## src/tqla_pkg.sv

```systemverilog
`timescale 1ns / 1ps
// ----------------------------------------------------------------------------
// tqla_pkg
// Shared types and constants of the tabular Q-learning agent.
// ----------------------------------------------------------------------------
package tqla_pkg;

  localparam int Q_W         = 32;     // Q16.16 table value
  localparam int FRAC_W      = 17;     // Q1.16 fraction register, one included
  localparam int STATE_W     = 8;
  localparam int NUM_ACTIONS = 4;
  localparam int ACTION_W    = 2;
  localparam int MAX_ROWS    = 256;    // rows addressable by an 8-bit state
  localparam logic [FRAC_W-1:0] FRAC_ONE = 17'd65536;

  typedef logic [NUM_ACTIONS-1:0][Q_W-1:0] row_t;

  typedef enum logic [1:0] {
    CMD_WRITE  = 2'd0,
    CMD_READ   = 2'd1,
    CMD_CHOOSE = 2'd2,
    CMD_LEARN  = 2'd3
  } cmd_e;

  typedef enum logic [1:0] {
    CFG_LEARN_RATE  = 2'd0,
    CFG_DISCOUNT    = 2'd1,
    CFG_START_STATE = 2'd2
  } cfg_idx_e;

  typedef enum logic [2:0] {
    S_IDLE,
    S_ACCESS,
    S_L_MAX,
    S_L_Q,
    S_L_DIFF,
    S_L_PROD,
    S_L_WRITE
  } state_e;

  // One row read every cycle, one row written on request.
  typedef struct packed {
    logic [STATE_W-1:0] rd_state;
    logic               wr_en;
    logic [STATE_W-1:0] wr_state;
    row_t               wr_row;
  } mem_req_t;

  // Load strobes for the update datapath.
  typedef struct packed {
    logic ld_max;
    logic ld_q;
    logic ld_diff;
    logic ld_prod;
  } alu_ctrl_t;

endpackage

```

## src/tqla_alu.sv

```systemverilog
`timescale 1ns / 1ps
// ----------------------------------------------------------------------------
// tqla_alu
// Greedy selection over a row and the registered Q-update datapath:
// row max, discount product, difference, learning-rate product, saturating sum.
// ----------------------------------------------------------------------------
module tqla_alu (
  input  logic                          clk_i,
  input  tqla_pkg::alu_ctrl_t           ctrl_i,
  input  tqla_pkg::row_t                row_i,
  input  logic [tqla_pkg::ACTION_W-1:0] action_i,
  input  logic signed [tqla_pkg::Q_W-1:0] reward_i,
  input  logic [tqla_pkg::FRAC_W-1:0]   learn_rate_i,
  input  logic [tqla_pkg::FRAC_W-1:0]   discount_i,
  output logic [tqla_pkg::ACTION_W-1:0] greedy_o,
  output logic signed [tqla_pkg::Q_W-1:0] new_q_o
);
  import tqla_pkg::*;

  localparam int P1_W   = Q_W + FRAC_W + 1;   // value times unsigned fraction
  localparam int DIFF_W = Q_W + 3;
  localparam int P2_W   = DIFF_W + FRAC_W + 1;
  localparam int SUM_W  = P2_W - 16;

  localparam logic signed [SUM_W-1:0] SAT_HI = SUM_W'(64'sh7FFF_FFFF);
  localparam logic signed [SUM_W-1:0] SAT_LO = -SUM_W'(64'sh8000_0000);

  logic signed [Q_W-1:0]    max_q;
  logic signed [Q_W-1:0]    q_q;
  logic signed [P1_W-1:0]   p1_q;
  logic signed [DIFF_W-1:0] diff_q;
  logic signed [P2_W-1:0]   p2_q;
  logic signed [Q_W-1:0]    row_max;
  logic signed [SUM_W-1:0]  addend;
  logic signed [SUM_W-1:0]  sum;
  logic                     carry_in;

  // Strict compare keeps the lowest index on ties.
  always_comb begin
    greedy_o = '0;
    row_max  = $signed(row_i[0]);
    for (int i = 1; i < NUM_ACTIONS; i++) begin
      if (row_max < $signed(row_i[i])) begin
        row_max  = $signed(row_i[i]);
        greedy_o = ACTION_W'(i);
      end
    end
  end

  // Rounding to nearest with ties up: floor(p / 2^16) plus bit 15 of p.
  always_ff @(posedge clk_i) begin
    if (ctrl_i.ld_max) begin
      max_q <= row_max;
    end
    if (ctrl_i.ld_q) begin
      q_q  <= $signed(row_i[action_i]);
      p1_q <= max_q * $signed({1'b0, discount_i});
    end
    if (ctrl_i.ld_diff) begin
      diff_q <= DIFF_W'(p1_q >>> 16) - DIFF_W'(q_q) + {{(DIFF_W-1){1'b0}}, p1_q[15]};
    end
    if (ctrl_i.ld_prod) begin
      p2_q <= diff_q * $signed({1'b0, learn_rate_i});
    end
  end

  // A nonzero reward is added as is; otherwise the rounded update is added.
  always_comb begin
    if (reward_i != '0) begin
      addend   = SUM_W'(reward_i);
      carry_in = 1'b0;
    end else begin
      addend   = SUM_W'(p2_q >>> 16);
      carry_in = p2_q[15];
    end
    sum = SUM_W'(q_q) + addend + {{(SUM_W-1){1'b0}}, carry_in};
    priority if (sum > SAT_HI) begin
      new_q_o = SAT_HI[Q_W-1:0];
    end else if (sum < SAT_LO) begin
      new_q_o = SAT_LO[Q_W-1:0];
    end else begin
      new_q_o = sum[Q_W-1:0];
    end
  end

endmodule

```

## config.mk

```make
export PLATFORM = sky130hd
export DESIGN_NAME = tqla_alu
export DESIGN_NICKNAME = d
export VERILOG_FILES = /design/src/tqla_pkg.sv /design/src/tqla_alu.sv
export SDC_FILE = /design/constraint.sdc
export NUM_CORES = 2
export LEC_CHECK = 0
export ABC_CLOCK_PERIOD_IN_PS = 16600
export BUFFER_PORTS_ARGS = -buffer_cell sky130_fd_sc_hd__clkbuf_2
export CAP_MARGIN = 40
export CORE_UTILIZATION = 58
export CTS_BUF_LIST = sky130_fd_sc_hd__clkbuf_16
export CTS_CLUSTER_SIZE = 8
export DETAILED_ROUTE_END_ITERATION = 8
export GPL_ROUTABILITY_DRIVEN = 0
export GPL_TIMING_DRIVEN = 0
export PLACE_DENSITY = 0.73
export SYNTH_ARGS = -nofsm -noshare
export SYNTH_HDL_FRONTEND = slang
export SYNTH_SLANG_ARGS = --single-unit
export TNS_END_PERCENT = 100
```

## constraint.sdc

```tcl
create_clock -name clk_i -period 16.6 [get_ports clk_i]
set_input_delay 0.83 -clock clk_i [delete_from_list [all_inputs] [get_ports clk_i]]
set_output_delay 0.83 -clock clk_i [all_outputs]
set_load 0.05 [all_outputs]
```

### Word-level counts from Yosys, hierarchy flattened

Index checks and enable logic that the tools add are counted.

* input bits: 201
* register bits: 202
* output and inout bits: 34

* reduce and logical (&&, ||, !) cells: 1
* muxes and demuxes: 12
* add/subtract/negate cells: 4
* multiply operators: 2
* $lt $le $gt $ge: 6

Operators by type and width (number)
* 32-bit two-way mux: 6
* 32-bit < comparator: 3
* 32-bit binary-select mux with 2-bit select: 1
* 35-bit by 18-bit multiplier with 53-bit output: 1
* 32-bit by 18-bit multiplier with 50-bit output: 1
* 37-bit by 1-bit adder with 37-bit output: 1
* 37-bit adder: 1
* 37-bit by 32-bit > comparator with 1-bit output (second input constant): 1
* 37-bit by 32-bit < comparator with 1-bit output (second input constant): 1
* 37-bit two-way mux: 1
* 35-bit by 1-bit adder with 35-bit output: 1
* 34-bit by 32-bit subtractor with 35-bit output: 1
* 32-bit nonzero test: 1
* 2-bit two-way mux: 2
* 2-bit by 3-bit < comparator with 1-bit output (second input constant): 1
* 1-bit two-way mux: 2

### Longest topological paths before layout

* word-level depth: 7
* mapped depth: 37

### Worst setup path before layout

Ideal clock, no wire load.

* path kind: input port to output port
* from: input port row_i[61] (netlist name)
* to: output port greedy_o[0] (netlist name)
* stages: 37
* data required time: 15.770 ns
* slack: 7.329 ns
* arrival time: 8.441 ns
* buffers on the path: 4
* path through: inv_1 > ha_1 > a21o_1 > a21o_1 > a21oi_1 > nand3_1 > a2111oi_2 > or2_2 > a21o_1 > clkbuf_1 > clkbuf_1 > mux2_2 > ha_1 > a21o_1 > a21o_1 > a21oi_1 > o21ai_0 > o22ai_1 > nor3_1 > o21ai_0 > a2111o_1 > nand2_1 > buf_2 > mux2_2 > ha_1 > a21o_1 > a21o_1 > a21o_1 > a21o_1 > a21oi_1 > o221a_2 > nor4bb_1 > inv_1 > a2111oi_2 > a2111oi_4 > buf_6 > nand2_1

* longest elaborated chain between the ends: 6
* elaborated cells on any way between the ends: 8
* classes of those cells: order compare: 3; mux: 5

Ends and longest elaborated chain
* start, declared: line tqla_alu.sv:10 `input tqla_pkg::row_t row_i,`
* 32-bit < comparator: line tqla_alu.sv:43 `if (row_max < $signed(row_i[i])) begin`
* 32-bit two-way mux: line tqla_alu.sv:43
* 32-bit < comparator: line tqla_alu.sv:43
* 32-bit two-way mux: line tqla_alu.sv:43
* 32-bit < comparator: line tqla_alu.sv:43
* 2-bit two-way mux (*): line tqla_alu.sv:43
* end, declared: line tqla_alu.sv:15 `output logic [tqla_pkg::ACTION_W-1:0] greedy_o,`

Mark *: on every way between the ends. The rest lies on a longest branch, timed or not.

### Worst setup path after layout

* from: input port row_i[45] (netlist name)
* to: output port greedy_o[0] (netlist name)

The elaborated chain is that of the path after synthesis.

==> results.tsv <==
metric	value	unit
leading area contributor after synthesis	sky130_fd_sc_hd__fa_1	
number of synthesized register bits	172	
Final nets	7417	
area share of the largest cell type after synthesis	42.5	%
final worst path period share	74.7	%
critical-path cell with the highest stage delay	sky130_fd_sc_hd__a2111oi_2	
Setup TNS	0	ps
htree depth	4	
number of primary I/O pins	235	
number of distinct library cells after synthesis	67	
launch point of the worst reg-to-reg path	diff_q[6]$_DFFE_PP_	
Resize count post-CTS	0	
instance count along the most critical hold path	1	
residual overflow from global routing	0	
Die Ht	299	um
Worst R2R End	p2_q[51]$_DFFE_PP_	
hold path startpoint	p1_q[15]$_DFFE_PP_	
dominant cell type by count on the critical path	sky130_fd_sc_hd__a21o_1	
cell area after synthesis	51200	um^2
critical path type	in -> out	
number of buffers added by the clock tree synthesis step	17	
combined global-route utilization of all metal layers	34.2	%
internal reg-to-reg setup slack	8300	ps
max-capacitance violation count	0	
Hold WC Path Type	reg -> reg	
Global Route met1 Usage	42.6	%
post-synthesis net count	7162	
max incr delay on CP	720	ps
number of buffers inserted by hold repair at cts	0	
fillcell total	7396	
PortBufs	220	
Clock Pin Slew Worst Setup and Hold Paths	70	ps
share of cells above drive strength 1	6.74	%
count of vias placed by the detailed router	38803	
initial antenna violation count	16	
highest clock frequency the design can meet	80.7	MHz
placed wire-length estimate	127	mm
most numerous cell in the Yosys netlist	sky130_fd_sc_hd__inv_1	
buffer depth of the longest clock path	2	
count of endpoints failing hold in the final timing report	0	
maximum number of pins on one net before global-route repair	68	
most numerous cell types in the synthesized netlist	1313 x sky130_fd_sc_hd__inv_1, 1086 x sky130_fd_sc_hd__fa_1, 790 x sky130_fd_sc_hd__nand2_1	
count of warnings emitted by yosys	0	
worst path arrival time	11570	ps
kind of cell with the highest combined delay on the critical path	compound AO/OA/AOI/OAI gates	
CTS sink cnt	172	
share of async-settable or async-resettable flops after synthesis	0	%
number of nets with antenna violations after detailed routing	0	
violation count after the first detailed-routing iteration	2952	
Core Region	87200	um^2
final clock skew	18.5	ps
global-route layer with the greatest usage	met2	
logic depth of the worst register-to-register path	27	
result of the run	completed	
leading post-synthesis cells by cell area	sky130_fd_sc_hd__fa_1 42%, sky130_fd_sc_hd__ha_1 11%, sky130_fd_sc_hd__edfxtp_1 10%	
sink of the worst hold path	diff_q[0]$_DFFE_PP_	
row count	108	
final setup fails	0	
DIE AREA	89500	um^2
Worst-Margin Slew	1050	ps
count of buffers added by post-CTS timing repair for setup	0	
met3 routing resource usage after global routing	10.5	%
DRC violations left	0	
WL/cell	21.4	um
Gate Count Post-Synth	5443	
Required @ worst endpoint	15770	ps
P&R area growth vs syn	6.53	%
Avg Vias per Cell	5.64	
launching element type of the critical path	input port	
M2 GR Usage	53.9	%
Initial Util	58.8	%
sequential-to-total area share from yosys stat	10.1	%
clock tree root driver cell	sky130_fd_sc_hd__clkbuf_16	
First-pass DRT Iterations	6	
crit path buf inv count	9	
total wire length	147	mm
most used flip-flop cell after synthesis	sky130_fd_sc_hd__edfxtp_1	
first-pass GRT wire length	231	mm
unrepaired setup endpoints after global routing	false	
number of global-route vias before repair	41297	
clock tree from TritonCTS	built	
later-pin clock latency in the skew report	470	ps
Die Wd	299	um
final worst path period need	12400	ps
final slew viol count	0	
number of enable flip-flop cells after synthesis	172	
Max-slew headroom	30.1	%
syn avg cell area	9.41	um^2
Critical Path End Type	output pin	
Worst Path Max Fanout	10	
-- per-stage QoR --
step / instance area [um^2] / setup WS [ps] / hold WS [ps] / utilization (%) / std cells
final: 54600 / 4200 / 557 / 62.6 / 6874
after global routing: 54500 / 3810 / 586 / 62.6 / 6867
after CTS: 54500 / 4320 / 570 / 62.6 / 6865
after detailed placement: 53900 / 4380 / 551 / 61.9 / 6834
after global placement: 53800 / 3610 / 549 / 61.7 / 6818
after floorplan: 51200 / 7330 / 526 / - / 5443
-- sequential cells by signal, indices dropped and copies added, names as in the netlist --
name    count
p2_q       38
diff_q     35
p1_q       35
max_q      32
q_q        32
-- how the worst max path moves through the flow --
stage               from          end  slack (ps)  cells after the start
2_1_floorplan  row_i[61]  greedy_o[0]        7330                     37
3_3_place_gp   row_i[45]  greedy_o[1]        3610                     39
3_5_place_dp   row_i[45]  greedy_o[0]        4380                     40
4_1_cts        row_i[45]  greedy_o[0]        4320                     40
5_1_grt        row_i[49]  greedy_o[0]        3810                     40
6_report       row_i[45]  greedy_o[0]        4200                     40
-- cell type report --
type	instances	area [um^2]	area share, %
buffer	210	815	1.49
multi-input combinational	3748	40300	73.9
inverter	1313	4930	9.03
sequential	172	5160	9.47
antenna	9	22.5	0.0413
clock buffer	17	425	0.780
clock inverter	14	169	0.310
timing repair buffer	236	1280	2.34
tap	1155	1450	2.65
-- placed cells by master, fill, tap and decap left out, types with 10 or more instances in the layout --
master,instances
sky130_fd_sc_hd__inv_1,1315
sky130_fd_sc_hd__fa_1,1086
sky130_fd_sc_hd__nand2_1,790
sky130_fd_sc_hd__ha_1,432
sky130_fd_sc_hd__and2_1,416
sky130_fd_sc_hd__clkbuf_2,219
sky130_fd_sc_hd__clkbuf_1,200
sky130_fd_sc_hd__edfxtp_1,172
sky130_fd_sc_hd__a21oi_1,129
sky130_fd_sc_hd__o21ai_0,104
sky130_fd_sc_hd__a21o_1,101
sky130_fd_sc_hd__xnor2_1,94
sky130_fd_sc_hd__nor2_1,93
sky130_fd_sc_hd__mux2_2,67
sky130_fd_sc_hd__o21a_1,35
sky130_fd_sc_hd__xor2_1,35
sky130_fd_sc_hd__nor3_1,34
sky130_fd_sc_hd__mux4_2,32
sky130_fd_sc_hd__nand3_1,31
sky130_fd_sc_hd__mux2_1,28
sky130_fd_sc_hd__nand4_1,24
sky130_fd_sc_hd__nand2b_1,21
sky130_fd_sc_hd__nor2b_1,18
sky130_fd_sc_hd__a211oi_1,17
sky130_fd_sc_hd__clkbuf_16,17
sky130_fd_sc_hd__o21bai_1,16
sky130_fd_sc_hd__nor4_1,13
sky130_fd_sc_hd__a31oi_1,13
sky130_fd_sc_hd__o31ai_1,11
sky130_fd_sc_hd__and3_1,10
sky130_fd_sc_hd__buf_6,10
-- cell families after synthesis --
family,after synthesis,share of synthesized area (%)
buffers and inverters,1523,11.2
adders and majority gates,1518,53.0
and+or+nand+nor,1479,13.7
AOI/OAI and AO/OA,495,6.32
DFF,172,10.1
xor gates and xnor gates,129,2.21
muxes,127,3.50
-- routing by layer --
metal | wire length, um | share of wire [%]
met1 | 54000 | 37
met2 | 66300 | 45
met3 | 17400 | 12
met4 | 9090 | 6.2
met5 | 97 | 0.066
Power is left out: the tool's default activity adds up to more than one toggle a clock period on the data nets, which glitch-free logic cannot reach.
